===== config.mk =====
export PLATFORM = sky130hd
export DESIGN_NAME = trimmed_mean_of_batch_top
export DESIGN_NICKNAME = d
export VERILOG_FILES = /design/src/hw/rtl/tmb_pkg.sv /design/src/hw/rtl/tmb_ram.sv /design/src/hw/rtl/tmb_datapath.sv /design/src/hw/rtl/tmb_ctrl.sv /design/src/hw/rtl/trimmed_mean_of_batch_top.sv
export SDC_FILE = /design/constraint.sdc
export NUM_CORES = 2
export LEC_CHECK = 0
export BUFFER_PORTS_ARGS = -buffer_cell sky130_fd_sc_hd__buf_2
export CAP_MARGIN = 20
export CORE_ASPECT_RATIO = 0.7
export CORE_MARGIN = 1
export CORE_UTILIZATION = 55
export DETAILED_ROUTE_END_ITERATION = 10
export HOLD_SLACK_MARGIN = 0.15
export PLACE_DENSITY = 0.71
export SLEW_MARGIN = 15
export SYNTH_ARGS = -nofsm -noshare
export SYNTH_HDL_FRONTEND = slang
export SYNTH_SLANG_ARGS = --single-unit

===== constraint.sdc =====
create_clock -name clk_i -period 4.95 [get_ports clk_i]
set_input_delay 0.2475 -clock clk_i [delete_from_list [all_inputs] [get_ports clk_i]]
set_output_delay 0.2475 -clock clk_i [all_outputs]
set_load 0.005 [all_outputs]

===== src/hw/rtl/tmb_pkg.sv =====
package tmb_pkg;

  localparam int unsigned SAMPLES_DEF     = 64;
  localparam int unsigned SAMPLE_BITS_DEF = 32;
  localparam int unsigned FRAC_BITS_DEF   = 8;

  localparam int unsigned SAMPLE_W  = 32;
  localparam int unsigned MEAN_W    = 40;
  localparam int unsigned DISC_W    = 6;
  localparam int unsigned TRIM_W    = 5;
  localparam int unsigned CFG_W     = 6;
  localparam int unsigned CFG_IDX_W = 1;

  localparam logic [CFG_IDX_W-1:0] REG_DISCARD = 1'b0;
  localparam logic [CFG_IDX_W-1:0] REG_TRIM    = 1'b1;

  typedef struct packed {
    logic write;
    logic init;
    logic fetch;
    logic latch;
    logic scan;
    logic decide;
    logic div_step;
  } tmb_cmd_t;

  typedef struct packed {
    logic load_last;
    logic bad;
    logic scan_last;
    logic i_last;
    logic div_last;
  } tmb_stat_t;

endpackage


===== src/hw/rtl/tmb_ram.sv =====
module tmb_ram #(
  parameter int unsigned WIDTH = 32,
  parameter int unsigned DEPTH = 64,
  localparam int unsigned AW = $clog2(DEPTH)
) (
  input  logic             clk_i,
  input  logic             we_i,
  input  logic [AW-1:0]    waddr_i,
  input  logic [WIDTH-1:0] wdata_i,
  input  logic [AW-1:0]    raddr_i,
  output logic [WIDTH-1:0] rdata_o
);

  logic [WIDTH-1:0] mem_q [DEPTH];
  logic [WIDTH-1:0] rdata_q;

  always_ff @(posedge clk_i) begin
    if (we_i) begin
      mem_q[waddr_i] <= wdata_i;
    end
    rdata_q <= mem_q[raddr_i];
  end

  assign rdata_o = rdata_q;

endmodule


===== src/hw/rtl/tmb_datapath.sv =====
module tmb_datapath import tmb_pkg::*; #(
  parameter int unsigned SAMPLES     = SAMPLES_DEF,
  parameter int unsigned SAMPLE_BITS = SAMPLE_BITS_DEF,
  parameter int unsigned FRAC_BITS   = FRAC_BITS_DEF
) (
  input  logic                 clk_i,
  input  logic                 rst_ni,
  input  tmb_cmd_t             cmd_i,
  output tmb_stat_t            stat_o,
  input  logic [SAMPLE_W-1:0]  sample_i,
  input  logic                 cfg_we_i,
  input  logic [CFG_IDX_W-1:0] cfg_idx_i,
  input  logic [CFG_W-1:0]     cfg_wdata_i,
  output logic [MEAN_W-1:0]    mean_o,
  output logic                 bad_setting_o
);

  localparam int unsigned IDX_W = $clog2(SAMPLES);
  localparam int unsigned CNT_W = $clog2(SAMPLES + 1);
  localparam int unsigned CMP_W = (CNT_W > 7) ? CNT_W : 7;
  localparam int unsigned SUM_W = SAMPLE_BITS + CNT_W;
  localparam int unsigned DIV_W = SUM_W + FRAC_BITS;
  localparam int unsigned DC_W  = $clog2(DIV_W);

  logic [DISC_W-1:0]      disc_q;
  logic [TRIM_W-1:0]      trim_q;
  logic [IDX_W-1:0]       wr_ptr_q, i_q, j_q, jd_q;
  logic [CNT_W-1:0]       rank_q;
  logic                   cmp_v_q;
  logic                   bad_q;
  logic [DC_W-1:0]        div_cnt_q;
  logic [SAMPLE_BITS-1:0] vi_q;
  logic [SUM_W-1:0]       sum_q;
  logic [DIV_W-1:0]       quo_q;
  logic [CNT_W-1:0]       rem_q;

  logic [SAMPLE_BITS-1:0] rdata;
  logic [IDX_W-1:0]       raddr;
  logic [CMP_W-1:0]       drop;
  logic [CNT_W-1:0]       keep_hi, count;
  logic                   less, keep;
  logic [SUM_W-1:0]       sum_d;
  logic [CNT_W:0]         r2;
  logic                   q_bit;

  assign raddr = cmd_i.fetch ? i_q : j_q;

  tmb_ram #(
    .WIDTH(SAMPLE_BITS),
    .DEPTH(SAMPLES)
  ) u_ram (
    .clk_i  (clk_i),
    .we_i   (cmd_i.write),
    .waddr_i(wr_ptr_q),
    .wdata_i(SAMPLE_BITS'(sample_i)),
    .raddr_i(raddr),
    .rdata_o(rdata)
  );

  assign drop    = CMP_W'(disc_q) + (CMP_W'(trim_q) << 1);
  assign keep_hi = CNT_W'(SAMPLES) - CNT_W'(disc_q) - CNT_W'(trim_q);
  assign count   = keep_hi - CNT_W'(trim_q);

  assign less  = (rdata < vi_q) || ((rdata == vi_q) && (jd_q < i_q));
  assign keep  = (rank_q >= CNT_W'(trim_q)) && (rank_q < keep_hi);
  assign sum_d = keep ? (sum_q + SUM_W'(vi_q)) : sum_q;

  assign r2    = {rem_q, quo_q[DIV_W-1]};
  assign q_bit = r2 >= {1'b0, count};

  assign stat_o.load_last = wr_ptr_q == IDX_W'(SAMPLES - 1);
  assign stat_o.bad       = drop >= CMP_W'(SAMPLES);
  assign stat_o.scan_last = j_q == IDX_W'(SAMPLES - 1);
  assign stat_o.i_last    = i_q == IDX_W'(SAMPLES - 1);
  assign stat_o.div_last  = div_cnt_q == DC_W'(DIV_W - 1);

  always_ff @(posedge clk_i or negedge rst_ni) begin
    if (!rst_ni) begin
      disc_q    <= '0;
      trim_q    <= '0;
      wr_ptr_q  <= '0;
      i_q       <= '0;
      j_q       <= '0;
      rank_q    <= '0;
      cmp_v_q   <= 1'b0;
      bad_q     <= 1'b0;
      div_cnt_q <= '0;
    end else begin
      if (cfg_we_i) begin
        case (cfg_idx_i)
          REG_DISCARD: disc_q <= cfg_wdata_i[DISC_W-1:0];
          REG_TRIM:    trim_q <= cfg_wdata_i[TRIM_W-1:0];
          default: ;
        endcase
      end
      if (cmd_i.write) begin
        wr_ptr_q <= stat_o.load_last ? '0 : wr_ptr_q + 1'b1;
      end
      if (cmd_i.init) begin
        i_q   <= IDX_W'(disc_q);
        bad_q <= stat_o.bad;
      end
      if (cmd_i.decide) begin
        i_q <= i_q + 1'b1;
      end
      if (cmd_i.latch) begin
        j_q    <= IDX_W'(disc_q);
        rank_q <= '0;
      end else if (cmp_v_q && less) begin
        rank_q <= rank_q + 1'b1;
      end
      if (cmd_i.scan) begin
        j_q <= j_q + 1'b1;
      end
      cmp_v_q <= cmd_i.scan;
      if (cmd_i.decide) begin
        div_cnt_q <= '0;
      end else if (cmd_i.div_step) begin
        div_cnt_q <= div_cnt_q + 1'b1;
      end
    end
  end

  always_ff @(posedge clk_i) begin
    jd_q <= j_q;
    if (cmd_i.init) begin
      sum_q <= '0;
      quo_q <= '0;
    end
    if (cmd_i.latch) begin
      vi_q <= rdata;
    end
    if (cmd_i.decide) begin
      sum_q <= sum_d;
      if (stat_o.i_last) begin
        quo_q <= DIV_W'(sum_d) << FRAC_BITS;
        rem_q <= '0;
      end
    end
    if (cmd_i.div_step) begin
      quo_q <= {quo_q[DIV_W-2:0], q_bit};
      rem_q <= q_bit ? CNT_W'(r2 - {1'b0, count}) : r2[CNT_W-1:0];
    end
  end

  assign mean_o        = MEAN_W'(quo_q);
  assign bad_setting_o = bad_q;

endmodule


===== src/hw/rtl/tmb_ctrl.sv =====
module tmb_ctrl import tmb_pkg::*; (
  input  logic      clk_i,
  input  logic      rst_ni,
  input  logic      start_i,
  input  tmb_stat_t stat_i,
  output tmb_cmd_t  cmd_o,
  output logic      busy_o,
  output logic      done_o
);

  typedef enum logic [8:0] {
    ST_LOAD   = 9'b000000001,
    ST_INIT   = 9'b000000010,
    ST_FETCH  = 9'b000000100,
    ST_LATCH  = 9'b000001000,
    ST_SCAN   = 9'b000010000,
    ST_DRAIN  = 9'b000100000,
    ST_DECIDE = 9'b001000000,
    ST_DIV    = 9'b010000000,
    ST_DONE   = 9'b100000000
  } tmb_state_e;

  tmb_state_e state_q, state_d;

  always_comb begin
    state_d = state_q;
    cmd_o   = '0;
    case (state_q)
      ST_LOAD: begin
        if (start_i) begin
          cmd_o.write = 1'b1;
          if (stat_i.load_last) begin
            state_d = ST_INIT;
          end
        end
      end
      ST_INIT: begin
        cmd_o.init = 1'b1;
        state_d    = stat_i.bad ? ST_DONE : ST_FETCH;
      end
      ST_FETCH: begin
        cmd_o.fetch = 1'b1;
        state_d     = ST_LATCH;
      end
      ST_LATCH: begin
        cmd_o.latch = 1'b1;
        state_d     = ST_SCAN;
      end
      ST_SCAN: begin
        cmd_o.scan = 1'b1;
        if (stat_i.scan_last) begin
          state_d = ST_DRAIN;
        end
      end
      ST_DRAIN: begin
        state_d = ST_DECIDE;
      end
      ST_DECIDE: begin
        cmd_o.decide = 1'b1;
        state_d      = stat_i.i_last ? ST_DIV : ST_FETCH;
      end
      ST_DIV: begin
        cmd_o.div_step = 1'b1;
        if (stat_i.div_last) begin
          state_d = ST_DONE;
        end
      end
      ST_DONE: begin
        state_d = ST_LOAD;
      end
      default: begin
        state_d = ST_LOAD;
      end
    endcase
  end

  always_ff @(posedge clk_i or negedge rst_ni) begin
    if (!rst_ni) begin
      state_q <= ST_LOAD;
    end else begin
      state_q <= state_d;
    end
  end

  assign busy_o = state_q != ST_LOAD;
  assign done_o = state_q == ST_DONE;

endmodule


===== src/hw/rtl/trimmed_mean_of_batch_top.sv =====
// channel   ports                                  handshake
// sample    sample_i                               start && !busy
// result    mean_o, bad_setting_o                  done_o, one cycle
// config    cfg_idx_i, cfg_wdata_i                 cfg_we_i
//
// samples load one per cycle; busy stays low until the last sample of a batch
// after the last sample, n = SAMPLES - discard_count samples go through a rank scan
// through the single read port of the sample memory, then bit-serial division
// a bad setting skips both: after the last beat the init state goes straight to done
// reset is asynchronous, active low; the result receiver cannot stall
module trimmed_mean_of_batch_top import tmb_pkg::*; #(
  parameter int unsigned SAMPLES     = SAMPLES_DEF,
  parameter int unsigned SAMPLE_BITS = SAMPLE_BITS_DEF,
  parameter int unsigned FRAC_BITS   = FRAC_BITS_DEF
) (
  input  logic                 clk_i,
  input  logic                 rst_ni,
  input  logic                 start,
  output logic                 busy,
  input  logic [SAMPLE_W-1:0]  sample_i,
  input  logic                 cfg_we_i,
  input  logic [CFG_IDX_W-1:0] cfg_idx_i,
  input  logic [CFG_W-1:0]     cfg_wdata_i,
  output logic                 done_o,
  output logic [MEAN_W-1:0]    mean_o,
  output logic                 bad_setting_o
);

  tmb_cmd_t  cmd;
  tmb_stat_t stat;

  tmb_ctrl u_ctrl (
    .clk_i  (clk_i),
    .rst_ni (rst_ni),
    .start_i(start),
    .stat_i (stat),
    .cmd_o  (cmd),
    .busy_o (busy),
    .done_o (done_o)
  );

  tmb_datapath #(
    .SAMPLES    (SAMPLES),
    .SAMPLE_BITS(SAMPLE_BITS),
    .FRAC_BITS  (FRAC_BITS)
  ) u_datapath (
    .clk_i        (clk_i),
    .rst_ni       (rst_ni),
    .cmd_i        (cmd),
    .stat_o       (stat),
    .sample_i     (sample_i),
    .cfg_we_i     (cfg_we_i),
    .cfg_idx_i    (cfg_idx_i),
    .cfg_wdata_i  (cfg_wdata_i),
    .mean_o       (mean_o),
    .bad_setting_o(bad_setting_o)
  );

`ifndef ASSERT_OFF
  a_done_single: assert property (@(posedge clk_i) disable iff (!rst_ni)
    done_o |=> !done_o && !busy)
    else $error("result strobe not a single cycle");

  a_bad_zero: assert property (@(posedge clk_i) disable iff (!rst_ni)
    done_o && bad_setting_o |-> mean_o == '0)
    else $error("bad setting with nonzero mean");

  a_busy_end: assert property (@(posedge clk_i) disable iff (!rst_ni)
    $fell(busy) |-> $past(done_o))
    else $error("busy dropped without a result");
`endif

endmodule

Yosys cells after proc, flatten, opt, wreduce, memory -nomap -nowiden
Memory sizes are Yosys's and may differ from the RTL's. A register that Yosys moved wholly into a read port is not among the register bits. Index checks and enable logic that the tools add are counted.

Flip-flop bits (word level): 184. Latch bits: 0. Bits in writable memories: 2048. Bits in read-only memories: 0. Input port bits: 43. Output and inout bits: 43. Logic and storage cells: 104. Memories kept: 1.

Memory list: u_datapath.u_ram.mem_q (depth 64, bits a word 32, read ports 1, clocked after Yosys merged registers in 1, wr ports 1, line tmb_ram.sv:14) `logic [WIDTH-1:0] mem_q [DEPTH];`.

Add/subtract/negate cells: 11. Multipliers: 0. Div/mod/pow operators: 0. Order comparisons: 6. Equal/unequal tests: 19. Shift operators: 0. Muxes and demuxes: 38. Bitwise operators: 1. Reduce and logical (&&, ||, !) cells: 13.

Operator list (number): $mux W47 (4); $mux W39 (3); $pmux W9 S8 (1); $mux W6 (8); $mux W9 (5); $mux W7 (6); $add A39 B32 Y39 (1); $eq A32 B32 Y1 (1); $lt A32 B32 Y1 (1); $add A6 B1 Y6 const B (4); $eq A6 B6 Y1 const B (4); $sub A7 B5 Y7 (2); $mux W1 (10); $reduce_bool A2 Y1 (5); $eq A9 B1 Y1 const B (1); $eq A9 B2 Y1 const B (1); $eq A9 B3 Y1 const B (1); $eq A9 B4 Y1 const B (1); $eq A9 B5 Y1 const B (1); $eq A9 B6 Y1 const B (1); $eq A9 B7 Y1 const B (1); $eq A9 B8 Y1 const B (1); $eq A9 B9 Y1 const B (1); $ne A9 B1 Y1 const B (1); 17 further kinds (23).

Depth between registers and ports, before layout
Depth in word-level cells: 8. Mapped depth: 20. Mapped depth without buffers: 19.

Cells and area by module
A second synthesis with hierarchy kept.

Cell total of the unflattened synthesis: 4597. Area total of the unflattened synthesis: 90573.1 sq um.

Modules (own cells, without submodules): tmb_ram (times used 1, cells an instance 3324, area each 78515.3 sq um, seq. area each 62139.6 sq um); tmb_datapath (times used 1, cells an instance 1215, area each 11507.3 sq um, seq. area each 4504.3 sq um); tmb_ctrl (times used 1, cells an instance 58, area each 550.5 sq um, seq. area each 226.5 sq um).

Worst setup path after synthesis
Ideal clock, no wire load.

Path kind: reg2reg. Start point: reg u_datapath.trim_q[1]. End point: reg u_datapath.rem_q[1], data pin. Data arrival time: 3821 ps. Data required time: 4684 ps. Setup slack: 863 ps. Stages on the path, launching flop included: 20. Path buffers: 1. Period minus slack after synthesis: 4087 ps. Path through: dfrtp_1 > ha_1 > inv_1 > ha_1 > inv_1 > fa_1 > inv_1 > ha_1 > nor2b_1 > o21ai_0 > nand2b_1 > xnor2_1 > ha_1 > nor2b_1 > o21a_1 > o21ai_0 > nor2b_1 > clkbuf_1 > mux2i_1 > nor2_1.

Cells in the longest elaborated chain, start to end: 5. Elaborated cells on any way between the ends: 6.

RTL lines: start: declaration (line tmb_datapath.sv:26) `logic [TRIM_W-1:0] trim_q;`; start signal: assignment (line tmb_datapath.sv:92) `REG_TRIM: trim_q <= cfg_wdata_i[TRIM_W-1:0];`; $sub A7 B5 Y7 (line tmb_datapath.sv:61) `assign keep_hi = CNT_W'(SAMPLES) - CNT_W'(disc_q) - CNT_W'(trim_q);`; $sub A7 B5 Y7 * (line tmb_datapath.sv:62) `assign count = keep_hi - CNT_W'(trim_q);`; $sub A7 B7 Y7 / $ge A8 B7 Y1 (equally long branches) (line tmb_datapath.sv:142, tmb_datapath.sv:69); $mux W7 * (line tmb_datapath.sv:142) `rem_q <= q_bit ? CNT_W'(r2 - {1'b0, count}) : r2[CNT_W-1:0];`; $mux W7 * (line tmb_datapath.sv:140) `if (cmd_i.div_step) begin`; end signal: assignment (line tmb_datapath.sv:142); end: declaration (line tmb_datapath.sv:35) `logic [CNT_W-1:0] rem_q;`.

Mark *: on every way between the ends. The rest lies on a longest branch, timed or not. A chain may end at the register's enable or synchronous reset.

Worst setup path after layout
Start point: reg u_datapath.trim_q[1]. End point: reg u_datapath.sum_q[21], data pin.

Cells in the longest elaborated chain, start to end: 5. Elaborated cells on any way between the ends: 6.

RTL lines: $sub A7 B5 Y7 (line tmb_datapath.sv:61); $lt A7 B7 Y1 (line tmb_datapath.sv:65) `assign keep = (rank_q >= CNT_W'(trim_q)) && (rank_q < keep_hi);`; $logic_and A1 B1 Y1 * (line tmb_datapath.sv:65); $mux W39 * (line tmb_datapath.sv:66) `assign sum_d = keep ? (sum_q + SUM_W'(vi_q)) : sum_q;`; $mux W39 * (line tmb_datapath.sv:133) `if (cmd_i.decide) begin`; end signal: assignment (line tmb_datapath.sv:134) `sum_q <= sum_d;`; end: declaration (line tmb_datapath.sv:33) `logic [SUM_W-1:0] sum_q;`.

Marks and branches as above.

==> flow_summary.toml <==
[run_status]
status = "complete, no violations"

[setup_path]
crit_path_max_fanout = 16
critPathSlowestCell = "dfrtp_1"
worst-setup-path-type = "reg2reg"
required_ns = 5.54
reg2reg_from = "u_datapath.trim_q[1]"
endpoint_kind = "flop"
critPathArrivalTime_ns = 4.87
r2r_slack_ns = 0.67
path_cells = "ha_1 > inv_1 > ha_1 > inv_1 > fa_1 > inv_1 > a21o_1 > a21oi_1 > xnor2_1 > inv_1 > ha_1 > a21oi_1 > o21ai_0 > a21oi_4 > buf_4 > mux2_2 > and2_1"
reg2reg_depth = 17
critPathMaxStageDelay_ns = 0.47
worstSetupStartpointType = "flop"
r2r_end = "u_datapath.sum_q[21]"
cpMostUsedCell = "inv_1"

[power_and_ir_drop]
peakVddDrop_mv = 0.346
power.density_nw_per_um2 = 386
p_int_mw = 30.7
power.share.sequential = 0.550
clockPowerShare = 0.387
p_switching_mw = 8.94
p_leak_nw = 36.7
power_switching_share = 0.226
combPwrFrac = 0.064

[yosys]
synthArstFlopShare = 0.0234
syn-cell-area_sq_um = 91100
synthesis.nets = 6671
ys_ff_latch = 2264
yosys_warnings = 0
synthMuxAreaShare = 0.0405
synth_compound_area_frac = 0.0632
ys_seq_area_frac = 0.734
synthXorXnorAreaFrac = 0.00558
avgSynthCellArea_sq_um = 14.0
synth-adder-area-share = 0.0164
synth_flop_cell = "edfxtp_1"
synth-edff-count = 2126
synthCells = 6511
synth.distinct_cells = 71
yosys.area_share.simple = 0.114
synth_top_family_by_area = "simple AND/OR/NAND/NOR gates"

[detailed_routing]
ant_nets = 0
drt-total-wl_microns = 258000
via_per_inst = 6.41
wire_per_inst_microns = 28.5
dr.pass1.iters = 9
drc_errors = 0
vias = 57971
drt_iter0_drc = 8901

[grt]
grt_start_max_net_pins = 91
overflow = 0
grt_usage = 0.306
grt_pass1_vias = 54308
antenna_found_initial = 9
grt_pass1_wl_microns = 371000

[sta]
fin_crit_sh = 0.865
min_period_ns = 4.28
slew_headroom = 0.256
finClkSkew_ns = 0.0479
hold_viol = 0
tightest_slew_ns = 1.09
tns_ns = 0
rsz0062_at_grt = "false"
drv_slew = 0
max_freq_ghz = 0.234
setup_viol = 0
whs_ns = 0.197

[placement]
placed_cell_area_sq_um = 95500
port_buffers = 85
dp_hpwl_microns = 150000
place.gp.congestion = 0.897

[flow_run]
timing.max_cap.violations = 0

[floorplanning]
initial_core_util = 0.556
core-area_sq_um = 164000
die_w_microns = 488
fp-row-count = 124
die_height_microns = 343
io_pins = 86
die-area_sq_um = 167000

[clock_network]
postCtsSetupBuffers = 0
cts-root-buf = "clkbuf_16"
tritoncts = "built"
cts_max_level = 4
clock_path_buffers = 3
clk-insertion-delay-late_ns = 0.85
numCtsBuffers = 198
path_clk_slew_ns = 0.06
cts.sinks = 2264

[final_layout]
finish.utilization = 0.627
layout_commonest_cell = "edfxtp_1"
mostFrequentLayoutCells = "edfxtp_1 (2126), nand2_1 (1464), nand3_1 (445)"
area_growth_syn_to_layout_pct = 12.7
design_area_sq_um = 103000
fin_nets = 6834
drive_gt1_frac = 0.103

[hold_path]
hp-class = "in2reg"
hp-start = "sample_i[11]"
hold_depth = 1
holdPathEnd = "u_datapath.u_ram.mem_q[43][11]"
[state kept, by name, indices dropped and copies added (netlist names), 7 cells and up]
signal / count
u_datapath.u_ram.mem_q: 2048
u_datapath.quo_q: 47
u_datapath.sum_q: 39
u_datapath.u_ram.rdata_o: 32
u_datapath.vi_q: 32
u_ctrl.state_q: 9
u_datapath.rank_q: 7
u_datapath.rem_q: 7
[worst max-delay path by stage]
stage,startpoint,end,slack (ns),cells past startpoint
after floorplan,u_datapath.trim_q[1],u_datapath.rem_q[1],0.86,19
after global placement,u_datapath.trim_q[1],u_datapath.rem_q[1],0.68,19
after detailed placement,u_datapath.trim_q[1],u_datapath.rem_q[1],0.73,19
after CTS,u_datapath.trim_q[1],u_datapath.rem_q[1],0.69,19
after global routing,u_datapath.trim_q[1],u_datapath.rem_q[3],0.33,20
final,u_datapath.trim_q[1],u_datapath.sum_q[21],0.67,17
[cells in the mapped netlist, types with 52 or more instances]
cell type,n,area [sq um]
dfrtp_1,52,1300
nand2_1,1469,5510
nor2_1,188,706
ha_1,113,1410
a21oi_1,108,541
buf_2,192,961
a32oi_1,154,1350
nand4_1,122,763
dfxtp_1,85,1700
buf_4,55,413
mux2i_1,355,3550
edfxtp_1,2126,63800
a222oi_1,58,581
and3_1,83,519
a21o_1,57,428
nand3_1,445,2230
a31oi_1,239,1500
clkbuf_1,149,559
o21ai_0,61,305
inv_1,76,285
[what timing repair did]
item	CTS	global route
resized for setup	0	0
endpoints found under the hold margin	645	1267
hold buffers	36	20
[per-layer routing]
layer	wire, microns	track usage	vias up
met2	110000	0.432	3738
li1	-	-	24876
met3	36000	0.0907	478
met5	143	0	-
met4	8770	0.107	10
met1	103000	0.453	28869
[logic make-up after synthesis]
| logic type | count (synthesis) |
|---|---|
| AND/OR/NAND/NOR | 2397 |
| buffers and inverters | 499 |
| multiplexers | 367 |
| flip-flops | 2264 |
| AO/OA/AOI/OAI | 809 |
| XOR/XNOR | 58 |
| adder cells (fa/ha/maj) | 117 |
[final cells by class]
class	count	area, sq um
Clock inverter	104	1000
Antenna cell	7	17.5
Fill cell	11943	61200
Sequential cell	2264	66900
Inverter	78	295
Timing Repair Buffer	384	4020
Multi-Input combinational cell	3748	22400
Tap cell	2205	2760
Clock buffer	256	5320
[critical path, delay by kind of cell (launching register included)]
| family | cells | cell delay (ns) |
|---|---|---|
| flops | 1 | 0.47 |
| compound gates | 5 | 0.86 |
| mux | 1 | 0.38 |
| simple gates | 1 | 0.15 |
| xor+xnor | 1 | 0.30 |
| buf+inv | 5 | 0.62 |
| fa+ha+maj | 4 | 1.22 |
[power groups by stage]
stage	Combinational, mW	Clock [mW]	Sequential, mW
after floorplan	1.31	0	22.1
after global placement	2.38	0	22.2
after detailed placement	2.42	0	22.2
after CTS	2.46	15.4	21.8
after global routing	2.72	16.1	21.8
final	2.51	15.3	21.8
[through the flow]
stage / power, mW / instances / worst slack, ns
after global routing: 40.6 / 9039 / 0.328
after floorplan: 23.4 / 6511 / 0.863
after global placement: 24.5 / 8610 / 0.681
final: 39.6 / 9046 / 0.668
after CTS: 39.6 / 9007 / 0.689
after detailed placement: 24.6 / 8611 / 0.726
No activity file was read; power rests on OpenSTA's default activity.
